## src/u8u16_pkg.sv

```systemverilog
`default_nettype none

package u8u16_pkg;

  localparam int HELD_DEPTH = 4;
  localparam int MAX_UNITS  = 4;

  typedef logic [7:0]  byte_t;
  typedef logic [15:0] unit_t;
  typedef logic [2:0]  len_t;
  typedef logic [2:0]  cnt_t;

  typedef byte_t [HELD_DEPTH-1:0] held_t;
  typedef unit_t [MAX_UNITS-1:0]  units_t;

  // Lead byte classes
  localparam byte_t LEAD5_MASK = 8'hFC;
  localparam byte_t LEAD5_CODE = 8'hF8;
  localparam byte_t LEAD4_MASK = 8'hF8;
  localparam byte_t LEAD4_CODE = 8'hF0;
  localparam byte_t LEAD3_MASK = 8'hF0;
  localparam byte_t LEAD3_CODE = 8'hE0;
  localparam byte_t LEAD2_MASK = 8'hE0;
  localparam byte_t LEAD2_CODE = 8'hC0;
  localparam byte_t CONT_MASK  = 8'h3F;
  localparam byte_t LEAD2_BITS = 8'h1F;

  localparam len_t LEN1 = 3'd1;
  localparam len_t LEN2 = 3'd2;
  localparam len_t LEN3 = 3'd3;
  localparam len_t LEN4 = 3'd4;
  localparam len_t LEN5 = 3'd5;

  localparam logic [25:0] PAIR_OFFSET = 26'h0010000;
  localparam unit_t       HI_SURR     = 16'hD800;
  localparam unit_t       LO_SURR     = 16'hDC00;

  typedef struct packed {
    unit_t hi;
    unit_t lo;
  } pair_t;

  // Result of decoding one accepted byte
  typedef struct packed {
    units_t units;
    cnt_t   n_units;
    logic   hold;
    cnt_t   hcnt_nxt;
    len_t   slen_nxt;
  } dec_out_t;

  function automatic len_t lead_len(byte_t b);
    len_t l;
    if ((b & LEAD5_MASK) == LEAD5_CODE)      l = LEN5;
    else if ((b & LEAD4_MASK) == LEAD4_CODE) l = LEN4;
    else if ((b & LEAD3_MASK) == LEAD3_CODE) l = LEN3;
    else if ((b & LEAD2_MASK) == LEAD2_CODE) l = LEN2;
    else                                     l = LEN1;
    return l;
  endfunction

  function automatic unit_t unit2(byte_t b0, byte_t b1);
    byte_t lo0;
    byte_t lo1;
    lo0 = b0 & LEAD2_BITS;
    lo1 = b1 & CONT_MASK;
    return {5'd0, lo0[4:0], lo1[5:0]};
  endfunction

  function automatic unit_t unit3(byte_t b0, byte_t b1, byte_t b2);
    byte_t lo1;
    byte_t lo2;
    lo1 = b1 & CONT_MASK;
    lo2 = b2 & CONT_MASK;
    return {b0[3:0], lo1[5:0], lo2[5:0]};
  endfunction

  // Subtract the plane offset and split into high and low surrogates;
  // bits above 25 never reach the truncated halves.
  function automatic pair_t surrogate(logic [25:0] v);
    logic [25:0] h;
    pair_t       p;
    h    = v - PAIR_OFFSET;
    p.hi = h[25:10] + HI_SURR;
    p.lo = {6'd0, h[9:0]} + LO_SURR;
    return p;
  endfunction

endpackage

`default_nettype wire

```

## src/u8u16_ifs.sv

```systemverilog
`default_nettype none

interface u8u16_in_if;
  logic                 valid;
  logic                 ready;
  u8u16_pkg::byte_t     in_byte;
  logic                 end_of_string;

  modport source (output valid, output in_byte, output end_of_string, input ready);
  modport sink   (input valid, input in_byte, input end_of_string, output ready);
endinterface

interface u8u16_out_if;
  logic                 valid;
  logic                 ready;
  u8u16_pkg::unit_t     code_unit;
  logic                 last_of_run;

  modport source (output valid, output code_unit, output last_of_run, input ready);
  modport sink   (input valid, input code_unit, input last_of_run, output ready);
endinterface

`default_nettype wire

```

## src/u8u16_dec.sv

```systemverilog
`default_nettype none

module u8u16_dec (
  input  wire u8u16_pkg::held_t    held,
  input  wire u8u16_pkg::cnt_t     held_cnt,
  input  wire u8u16_pkg::len_t     seq_len,
  input  wire u8u16_pkg::byte_t    in_byte,
  input  wire                      last,
  output u8u16_pkg::dec_out_t      dec
);

  u8u16_pkg::byte_t buf5 [5];
  u8u16_pkg::byte_t tl [3];
  u8u16_pkg::units_t u;
  u8u16_pkg::cnt_t   k;
  u8u16_pkg::len_t   l0;
  u8u16_pkg::len_t   l1;
  u8u16_pkg::pair_t  pr;
  logic [1:0]        p;
  logic [25:0]       v;
  logic [3:0]        n_all;
  u8u16_pkg::byte_t  m0;
  u8u16_pkg::byte_t  m1;
  u8u16_pkg::byte_t  m2;
  u8u16_pkg::byte_t  m3;
  u8u16_pkg::byte_t  m4;

  // Bytes of the open sequence with the new byte appended
  always_comb begin
    for (int i = 0; i < 4; i++) begin
      buf5[i] = (3'(i) < held_cnt) ? held[i] : in_byte;
    end
    buf5[4] = in_byte;
    // Bytes after the lead, for the end-of-string re-decode
    for (int i = 0; i < 3; i++) begin
      tl[i] = (3'(i + 1) < held_cnt) ? held[i + 1] : in_byte;
    end
  end

  assign m0 = buf5[0];
  assign m1 = buf5[1] & u8u16_pkg::CONT_MASK;
  assign m2 = buf5[2] & u8u16_pkg::CONT_MASK;
  assign m3 = buf5[3] & u8u16_pkg::CONT_MASK;
  assign m4 = buf5[4] & u8u16_pkg::CONT_MASK;
  assign n_all = {1'b0, held_cnt} + 4'd1;

  always_comb begin
    u   = '0;
    k   = '0;
    p   = '0;
    v   = '0;
    pr  = '0;
    l0  = u8u16_pkg::lead_len(tl[0]);
    l1  = u8u16_pkg::lead_len(tl[1]);
    dec.hold     = 1'b0;
    dec.hcnt_nxt = held_cnt;
    dec.slen_nxt = seq_len;

    if (held_cnt == '0) begin
      if (u8u16_pkg::lead_len(in_byte) != u8u16_pkg::LEN1 && !last) begin
        dec.hold     = 1'b1;
        dec.hcnt_nxt = 3'd1;
        dec.slen_nxt = u8u16_pkg::lead_len(in_byte);
      end else begin
        u[k[1:0]] = {8'd0, in_byte};
        k = k + 3'd1;
      end
    end else if (n_all >= {1'b0, seq_len}) begin
      case (seq_len)
        u8u16_pkg::LEN5: begin
          v  = {m0[1:0], m1[5:0], m2[5:0], m3[5:0], m4[5:0]};
          pr = u8u16_pkg::surrogate(v);
          u[0] = pr.hi;
          u[1] = pr.lo;
          k = 3'd2;
        end
        u8u16_pkg::LEN4: begin
          v  = {5'd0, m0[2:0], m1[5:0], m2[5:0], m3[5:0]};
          pr = u8u16_pkg::surrogate(v);
          u[0] = pr.hi;
          u[1] = pr.lo;
          k = 3'd2;
        end
        u8u16_pkg::LEN3: begin
          u[0] = u8u16_pkg::unit3(buf5[0], buf5[1], buf5[2]);
          k = 3'd1;
        end
        u8u16_pkg::LEN2: begin
          u[0] = u8u16_pkg::unit2(buf5[0], buf5[1]);
          k = 3'd1;
        end
        default: begin
          u[0] = {8'd0, buf5[0]};
          k = 3'd1;
        end
      endcase
      dec.hcnt_nxt = '0;
      dec.slen_nxt = '0;
    end else if (last) begin
      // Emit the stranded lead, then re-decode up to three trailing bytes
      u[0] = {8'd0, buf5[0]};
      k = 3'd1;
      if (l0 == u8u16_pkg::LEN2 && held_cnt >= 3'd2) begin
        u[k[1:0]] = u8u16_pkg::unit2(tl[0], tl[1]);
        k = k + 3'd1;
        p = 2'd2;
      end else if (l0 == u8u16_pkg::LEN3 && held_cnt == 3'd3) begin
        u[k[1:0]] = u8u16_pkg::unit3(tl[0], tl[1], tl[2]);
        k = k + 3'd1;
        p = 2'd3;
      end else begin
        u[k[1:0]] = {8'd0, tl[0]};
        k = k + 3'd1;
        p = 2'd1;
      end
      if (p == 2'd1 && held_cnt >= 3'd2) begin
        if (l1 == u8u16_pkg::LEN2 && held_cnt == 3'd3) begin
          u[k[1:0]] = u8u16_pkg::unit2(tl[1], tl[2]);
          k = k + 3'd1;
          p = 2'd3;
        end else begin
          u[k[1:0]] = {8'd0, tl[1]};
          k = k + 3'd1;
          p = 2'd2;
        end
      end
      if (p == 2'd2 && held_cnt == 3'd3) begin
        u[k[1:0]] = {8'd0, tl[2]};
        k = k + 3'd1;
      end
      dec.hcnt_nxt = '0;
      dec.slen_nxt = '0;
    end else begin
      dec.hold     = 1'b1;
      dec.hcnt_nxt = n_all[2:0];
    end

    dec.units   = u;
    dec.n_units = k;
  end

endmodule

`default_nettype wire

```

## src/utf8_to_utf16_decoder_top.sv

```systemverilog
// Channel  | Role   | Payload                         | Handshake
// in_ch    | sink   | in_byte[7:0], end_of_string     | valid/ready
// out_ch   | source | code_unit[15:0], last_of_run    | valid/ready
//
// One byte is decoded in the cycle it is accepted; its units appear on out_ch
// from the next cycle, one unit per cycle while out_ch is ready.
// A byte that yields k units holds the result register until the last of them
// transfers; the next byte is taken in that cycle, so the rate is one byte
// per cycle while each byte yields at most one unit and out_ch is ready.
// Reset (rst_n low, synchronous) drops any open sequence and pending units.
// A stall on out_ch holds the result register and backs up into in_ch.
`default_nettype none

module utf8_to_utf16_decoder_top (
  input  wire         clk,
  input  wire         rst_n,
  u8u16_in_if.sink    in_ch,
  u8u16_out_if.source out_ch
);

  u8u16_pkg::held_t    held_r;
  u8u16_pkg::cnt_t     hcnt_r;
  u8u16_pkg::len_t     slen_r;
  u8u16_pkg::units_t   units_r;
  u8u16_pkg::cnt_t     cnt_r;
  logic [1:0]          pos_r;
  u8u16_pkg::dec_out_t dec;
  logic                in_fire;
  logic                out_fire;
  logic                out_last;

  u8u16_dec u_dec (
    .held     (held_r),
    .held_cnt (hcnt_r),
    .seq_len  (slen_r),
    .in_byte  (in_ch.in_byte),
    .last     (in_ch.end_of_string),
    .dec      (dec)
  );

  assign out_last  = ({1'b0, pos_r} + 3'd1) == cnt_r;
  assign out_fire  = out_ch.valid && out_ch.ready;
  assign in_ch.ready = (cnt_r == '0) || (out_fire && out_last);
  assign in_fire   = in_ch.valid && in_ch.ready;

  assign out_ch.valid       = cnt_r != '0;
  assign out_ch.code_unit   = units_r[pos_r];
  assign out_ch.last_of_run = out_last;

  always_ff @(posedge clk) begin
    if (!rst_n) begin
      hcnt_r <= '0;
      slen_r <= '0;
      cnt_r  <= '0;
      pos_r  <= '0;
    end else begin
      if (in_fire) begin
        hcnt_r <= dec.hcnt_nxt;
        slen_r <= dec.slen_nxt;
      end
      if (in_fire && dec.n_units != '0) begin
        cnt_r <= dec.n_units;
        pos_r <= '0;
      end else if (out_fire) begin
        if (out_last) begin
          cnt_r <= '0;
          pos_r <= '0;
        end else begin
          pos_r <= pos_r + 2'd1;
        end
      end
    end
  end

  always_ff @(posedge clk) begin
    if (in_fire && dec.hold) begin
      held_r[hcnt_r[1:0]] <= in_ch.in_byte;
    end
    if (in_fire && dec.n_units != '0) begin
      units_r <= dec.units;
    end
  end

endmodule

`default_nettype wire

```

## src/flat_wrapper.sv

```systemverilog
// flat-port wrapper written by rule: the top's interface ports become plain ports
module utf8_to_utf16_decoder_top_flat 
  (clk, rst_n, in_ch_valid, in_ch_in_byte, in_ch_end_of_string, in_ch_ready, out_ch_valid, out_ch_code_unit, out_ch_last_of_run, out_ch_ready);
  u8u16_in_if in_ch_i ();
  u8u16_out_if out_ch_i ();
  input  wire clk;
  input  wire rst_n;
  input wire logic [$bits(in_ch_i.valid)-1:0] in_ch_valid;
  input wire logic [$bits(in_ch_i.in_byte)-1:0] in_ch_in_byte;
  input wire logic [$bits(in_ch_i.end_of_string)-1:0] in_ch_end_of_string;
  output wire logic [$bits(in_ch_i.ready)-1:0] in_ch_ready;
  output wire logic [$bits(out_ch_i.valid)-1:0] out_ch_valid;
  output wire logic [$bits(out_ch_i.code_unit)-1:0] out_ch_code_unit;
  output wire logic [$bits(out_ch_i.last_of_run)-1:0] out_ch_last_of_run;
  input wire logic [$bits(out_ch_i.ready)-1:0] out_ch_ready;
  assign in_ch_i.valid = in_ch_valid;
  assign in_ch_i.in_byte = in_ch_in_byte;
  assign in_ch_i.end_of_string = in_ch_end_of_string;
  assign in_ch_ready = in_ch_i.ready;
  assign out_ch_valid = out_ch_i.valid;
  assign out_ch_code_unit = out_ch_i.code_unit;
  assign out_ch_last_of_run = out_ch_i.last_of_run;
  assign out_ch_i.ready = out_ch_ready;
  utf8_to_utf16_decoder_top u_core (.clk(clk), .rst_n(rst_n), .in_ch(in_ch_i), .out_ch(out_ch_i));
endmodule
```

## config.mk

```make
export PLATFORM = sky130hd
export DESIGN_NAME = utf8_to_utf16_decoder_top_flat
export DESIGN_NICKNAME = d
export VERILOG_FILES = /design/src/u8u16_pkg.sv /design/src/u8u16_ifs.sv /design/src/u8u16_dec.sv /design/src/utf8_to_utf16_decoder_top.sv /design/src/flat_wrapper.sv
export SDC_FILE = /design/constraint.sdc
export NUM_CORES = 1
export LEC_CHECK = 0
export ABC_CLOCK_PERIOD_IN_PS = 7100
export BUFFER_PORTS_ARGS = -buffer_cell sky130_fd_sc_hd__clkbuf_2
export CAP_MARGIN = 20
export CELL_PAD_IN_SITES_DETAIL_PLACEMENT = 1
export CELL_PAD_IN_SITES_GLOBAL_PLACEMENT = 1
export CORE_MARGIN = 2
export CORE_UTILIZATION = 53
export CTS_CLUSTER_DIAMETER = 60
export DETAILED_ROUTE_END_ITERATION = 8
export GPL_ROUTABILITY_DRIVEN = 0
export PLACE_DENSITY = 0.84
export SYNTH_ARGS = -nofsm -noshare
export SYNTH_HDL_FRONTEND = slang
export SYNTH_SLANG_ARGS = --single-unit
```

## constraint.sdc

```tcl
create_clock -name clk -period 7.1 [get_ports clk]
set_clock_uncertainty 0.2 [all_clocks]
set_input_delay 1.065 -clock clk [delete_from_list [all_inputs] [get_ports clk]]
set_output_delay 1.065 -clock clk [all_outputs]
set_load 0.01 [all_outputs]
```

==> results of run 1 <==
## cells by family after synthesis
kind of cell / count (synthesis) / share of synthesized area [%]
adders and majority gates: 12 / 2.65
xor gates and xnor gates: 11 / 1.70
buffers and inverters: 50 / 3.67
AOI/OAI and AO/OA: 153 / 17.7
DFF: 94 / 47.9
and+or+nand+nor: 167 / 14.0
muxes: 56 / 12.4
## flip-flops by register name, indices dropped and copies added (netlist names)
name / cells
u_core.units_r: 51
u_core.held_r: 32
u_core.cnt_r: 3
u_core.hcnt_r: 3
u_core.slen_r: 3
u_core.pos_r: 2
## critical path, cell delays in order, from the launching register on
cell       delay (ns)
dfxtp_1          0.60
a21oi_2          0.78
mux2i_1          0.71
inv_1            0.14
ha_1             0.26
a31oi_4          0.29
a211oi_1         0.22
ha_1             0.32
and3_1           0.16
o31ai_1          0.30
a2bb2oi_1        0.31
inv_2            0.45
## metrics by stage
| step | std cells | total power [mW] |
|---|---|---|
| after floorplan | 543 | 0.742 |
| after CTS | 695 | 1.18 |
| after detailed placement | 679 | 0.801 |
| after global placement | 679 | 0.791 |
| final | 698 | 1.18 |
| after global routing | 698 | 1.21 |
## path summary, 6_finish.rpt
path         slack [ns]                  to
max                1.93  u_core.units_r[54]
min                0.35     u_core.cnt_r[2]
max reg2reg        1.93  u_core.units_r[54]
min reg2reg        0.35     u_core.cnt_r[2]
## power breakdown
group          switching, mW  internal (mW)  total (mW)
logic                  0.107         0.0511       0.158
registers            0.00824          0.627       0.635
clock network          0.218          0.171       0.390
total                  0.333          0.849        1.18
## cells in the mapped netlist (all sizes together), types with 13 or more instances
cell,instances
nand2,39
mux2i,41
clkbuf,25
a21oi,51
o22ai,21
nor3,13
nand3,13
o21ai,26
edfxtp,83
inv,13
nor2,65
## per-layer routing
layer  vias up  GRT usage, %
met4         0          13.1
met2       296          51.9
met5         -             0
met3        77          7.81
met1      2348          41.3
li1       2092             -
## area by class of cell
| type | count | area [µm²] | share of cell area (%) |
|---|---|---|---|
| Clock buffer | 9 | 124 | 2.03 |
| Clock inverter | 7 | 91.3 | 1.49 |
| Multi-Input combinational cell | 399 | 2740 | 44.9 |
| Sequential cell | 94 | 2710 | 44.4 |
| Timing Repair Buffer | 40 | 223 | 3.64 |
| Inverter | 13 | 48.8 | 0.799 |
| Tap cell | 136 | 170 | 2.78 |
==> run summary, run 1 <==
Clk slew on worst S/H paths = 0.10 ns
GRT Util Overall = 32.0%
Outcome = finished clean
Area growth syn-to-layout = 7.93%
Grt total ovfl = 0
Leakage = 2.23 nW
Htree depth = 3
Diode count = 0
CP Launch Type = register
Layout cells sized above 1 = 15.5%
Fillers = 1148
Die X-Extent = 107 µm
Critical path fanouts, max = 51
Gate count of the mapped netlist = 543
Crit path capture type = register
Final Hold Fails = 0
Met2 Wirelength = 8.45 mm
Synth top area cells = edfxtp_1 44%, mux2i_1 6.7%, a21oi_1 4.4%, nor2_1 4.2%, dfxtp_1 3.9%
Post-detail-place hpwl = 12.8 mm
Commonest non-fill, non-tap cells in the layout = 83 x edfxtp_1, 63 x nor2_1, 50 x a21oi_1, 39 x nand2_1, 38 x mux2i_1
Clock root cell = clkbuf_8
Clock Sinks = 94
DRC violations left = 0
Post-synth cell types = 68
Top metal layer carrying routed signals = met4
Die area = 11500 µm²
CTS buffer count = 9
DR vias = 4813
Min setup slack post-route = 1.93 ns
Post-CTS sizing = 0
Placed instance area = 5870 µm²
Async set-reset flop share out of synthesis = 0%
Final WL = 17.8 mm
Hold_buf cts = 0
Pin count of the biggest net entering global routing = 52
Hold Crit Class = register to register
Core area = 10400 µm²
Post-CTS Setup Bufs = 0
Cell area after synthesis = 5660 µm²
Worst slew pin tran = 1.03 ns
Nets@finish = 582
Cell Rows = 37
Fin Setup TNS = 0 ns
Ys flop type = edfxtp_1
Initial DRC Count = 556
Antenna Violating Nets Remaining = 0
WL/cell = 25.5 µm
Mean Syn Cell Area = 10.4 µm²
Cell Pwr Density = 194 nW/µm²
Final setup viols = 0
Ys Warns = 0
Max Root-Sink Buffers = 2
Final instance area = 6110 µm²
Max Cap Viol = 0
Number of global-route vias before repair = 4906
Drt pass-1 iters = 6
IO Port Bufs = 31
Die Y = 107 µm
Via/cell ratio = 6.90
Max IR drop VDD = 0.000165 V
FF+latch count, synth = 94
Worst reg2reg path startpoint = u_core.hcnt_r[2]
Routed length on met1 = 7.02 mm
Starting Density = 54.6%
Origin of the worst setup path = u_core.hcnt_r[2]
Register area share after synthesis = 47.9%
Min-delay src = u_core.cnt_r[2]
CTS tree = built
WS Path Type = register to register
Number of flops mapped to enable cells by yosys = 83
F_max = 0.193 GHz
Post-layout util = 58.9%
Crit path DAT = 4.96 ns
Cell accounting for the most synthesized area = edfxtp_1
Top-Level Pins = 32
Minimum clock period = 5.17 ns
Initial antenna violation count = 0
Hold slack = 0.346 ns
Fin. max-slew vios = 0
Clk_lat worst skew = 0.38 ns
RSZ-0062 raised after global routing = false
Hold path cells = 2
Reg2Reg Depth = 11
Pre-CTS WS = 1.71 ns
Final Cycle Share = 72.8%
Met3 WL post-DR = 1.62 mm
Post-Synthesis Net Count = 568
Synth top area share = 44.0%
Rel. slew slack = 31.3%
Critical Path RT = 6.89 ns
Most common cell after layout, fill and taps aside = edfxtp_1
First-pass GRT wire length = 27.4 mm
No activity file was read; power rests on OpenSTA's default activity.
==> inputs of run 2 (changes only) <==
--- a/config.mk
+++ b/config.mk
@@ -5,17 +5,17 @@
 export SDC_FILE = /design/constraint.sdc
 export NUM_CORES = 1
 export LEC_CHECK = 0
-export ABC_CLOCK_PERIOD_IN_PS = 7100
+export ABC_CLOCK_PERIOD_IN_PS = 4310
 export BUFFER_PORTS_ARGS = -buffer_cell sky130_fd_sc_hd__clkbuf_2
 export CAP_MARGIN = 20
 export CELL_PAD_IN_SITES_DETAIL_PLACEMENT = 1
 export CELL_PAD_IN_SITES_GLOBAL_PLACEMENT = 1
 export CORE_MARGIN = 2
-export CORE_UTILIZATION = 53
+export CORE_UTILIZATION = 44
 export CTS_CLUSTER_DIAMETER = 60
 export DETAILED_ROUTE_END_ITERATION = 8
 export GPL_ROUTABILITY_DRIVEN = 0
-export PLACE_DENSITY = 0.84
+export PLACE_DENSITY = 0.74
 export SYNTH_ARGS = -nofsm -noshare
 export SYNTH_HDL_FRONTEND = slang
 export SYNTH_SLANG_ARGS = --single-unit
==> constraint.sdc (replaced) <==
create_clock -name clk -period 4.31 [get_ports clk]
set_clock_uncertainty 0.2 [all_clocks]
set_input_delay 0.6465 -clock clk [delete_from_list [all_inputs] [get_ports clk]]
set_output_delay 0.6465 -clock clk [all_outputs]
set_load 0.01 [all_outputs]
==> run summary, run 2 (synthesis gave the netlist of run 1 again) <==
Commonest non-fill, non-tap cells in the layout = 83 x edfxtp_1, 63 x nor2_1, 50 x a21oi_1, 39 x nand2_1, 38 x mux2i_1 (unchanged)
WS Path Type = register to register (unchanged)
Clock power frac = 37.5% (was 32.9%)
Final Hold Fails = 0 (unchanged)
Final Cycle Share = 92.7% (was 72.8%)
Final instance area = 6410 µm² (was 6110 µm²)
Hold_buf cts = 0 (unchanged)
Core area = 12600 µm² (was 10400 µm²)
Worst slew pin tran = 0.969 ns (was 1.03 ns)
Top-Level Pins = 32 (unchanged)
Top metal layer carrying routed signals = met4 (unchanged)
Die Y = 117 µm (was 107 µm)
Max reg flops = 51 (unchanged)
Max Cap Viol = 0 (unchanged)
Via/cell ratio = 6.25 (was 6.90)
Nets@finish = 604 (was 582)
Leakage = 2.37 nW (was 2.23 nW)
Max Root-Sink Buffers = 2 (unchanged)
Cell Pwr Density = 328 nW/µm² (was 194 nW/µm²)
Max IR drop VDD = 0.000231 V (was 0.000165 V)
Critical Path RT = 4.13 ns (was 6.89 ns)
Clock root cell = clkbuf_16 (was clkbuf_8)
Number of global-route vias before repair = 4754 (was 4906)
Cell Rows = 41 (was 37)
Placed instance area = 6110 µm² (was 5870 µm²)
Fin. max-slew vios = 0 (unchanged)
Post-CTS sizing = 1 (was 0)
First-pass GRT wire length = 28.5 mm (was 27.4 mm)
Pin count of the biggest net entering global routing = 52 (unchanged)
Htree depth = 3 (unchanged)
DRC violations left = 0 (unchanged)
Rel. slew slack = 35.2% (was 31.3%)
F_max = 0.250 GHz (was 0.193 GHz)
Post-CTS Setup Bufs = 0 (unchanged)
Fillers = 1371 (was 1148)
Met3 WL post-DR = 1.37 mm (was 1.62 mm)
Sequential power share = 49.8% (was 53.7%)
Hold Crit Class = register to register (unchanged)
Multi-input gate area = 2750 µm² (was 2740 µm²)
Die area = 13800 µm² (was 11500 µm²)
Final setup viols = 0 (unchanged)
Area growth syn-to-layout = 13.2% (was 7.93%)
Largest Register = u_core.units_r (unchanged)
Clk slew on worst S/H paths = 0.06 ns (was 0.10 ns)
CTS buffer count = 9 (unchanged)
Routed length on met1 = 7.83 mm (was 7.02 mm)
Non-filler instance count after layout = 756 (was 698)
Starting Density = 45.0% (was 54.6%)
Met2 Wirelength = 8.45 mm (unchanged)
Comb power frac = 12.8% (was 13.3%)
GRT Util Overall = 27.1% (was 32.0%)
WL/cell = 24.2 µm (was 25.5 µm)
Sw power = 0.528 mW (was 0.333 mW)
Sw frac = 25.1% (was 28.2%)
Crit path DAT = 3.82 ns (was 4.96 ns)
CTS tree = built (unchanged)
Outcome = finished clean (unchanged)
Antenna Violating Nets Remaining = 0 (unchanged)
Minimum clock period = 4.00 ns (was 5.17 ns)
Initial antenna violation count = 0 (unchanged)
Diode count = 0 (unchanged)
RSZ-0062 raised after global routing = false (unchanged)
Post-detail-place hpwl = 13.5 mm (was 12.8 mm)
Drt pass-1 iters = 5 (was 6)
DR vias = 4727 (was 4813)
Layout cells sized above 1 = 18.5% (was 15.5%)
Initial DRC Count = 438 (was 556)
Final WL = 18.3 mm (was 17.8 mm)
Die X-Extent = 117 µm (was 107 µm)
Placed insts = 740 (was 679)
Most common cell after layout, fill and taps aside = edfxtp_1 (unchanged)
Clk_lat worst skew = 0.36 ns (was 0.38 ns)
Internal power = 1.57 mW (was 0.849 mW)
Grt total ovfl = 0 (unchanged)
IO Port Bufs = 31 (unchanged)
Clock Sinks = 94 (unchanged)
Storage element area = 2710 µm² (unchanged)
CP Launch Type = register (unchanged)
Critical path fanouts, max = 51 (unchanged)
Crit path capture type = register (unchanged)
Fin Setup TNS = 0 ns (unchanged)
==> run 2: through the flow <==
step                      hold slack [ns]  power, mW  util (%)  setup WS (ns)
after detailed placement            0.308       1.33      48.6         0.0177
after floorplan                     0.271       1.22         -          0.151
final                               0.313       2.10      51.0          0.314
after global placement              0.292       1.32      48.6          0.345
after CTS                           0.317       2.11      50.9          0.146
after global routing                0.354       2.17      51.0          0.111
==> run 2: per-layer routing <==
metal  up-vias  GRT usage, %
met4         0          9.79
met1      2349          37.7
li1       2137             -
met2       192          42.6
met3        49          4.77
met5         -             0
==> run 2: worst max-delay path, cell delays in order, from the launching register on <==
cell and delay (ns):
dfxtp_1 0.58, a21oi_4 0.18, mux2i_4 0.25, inv_1 0.15, ha_1 0.22, a31oi_4 0.10, a211oi_2 0.42, ha_1 0.31
and3_1 0.17, o31ai_1 0.35, a2bb2oi_1 0.37, inv_4 0.30
==> run 2: power groups by stage <==
stage | registers, mW | logic [mW] | clock network, mW
floorplan | 1.06 | 0.162 | 0
CTS | 1.05 | 0.265 | 0.800
global route | 1.05 | 0.289 | 0.836
global placement | 1.06 | 0.256 | 0
finish | 1.05 | 0.268 | 0.787
detailed placement | 1.07 | 0.261 | 0
==> run 2: final timing paths <==
| path | end | slack [ns] | from | cells after the start |
|---|---|---|---|---|
| max | u_core.units_r[6] | 0.31 | u_core.hcnt_r[1] | 11 |
| min | u_core.slen_r[2] | 0.31 | u_core.slen_r[2] | 2 |
| max reg2reg | u_core.units_r[6] | 0.31 | u_core.hcnt_r[1] | 11 |
| min reg2reg | u_core.slen_r[2] | 0.31 | u_core.slen_r[2] | 2 |
==> run 2: layout make-up <==
type	count	share of cell area (%)
multi-input combinational	399	43.0
sequential	94	42.3
timing repair buffer	62	6.05
clock buffer	10	3.57
tap	172	3.36
clock inverter	6	0.956
inverter	13	0.800
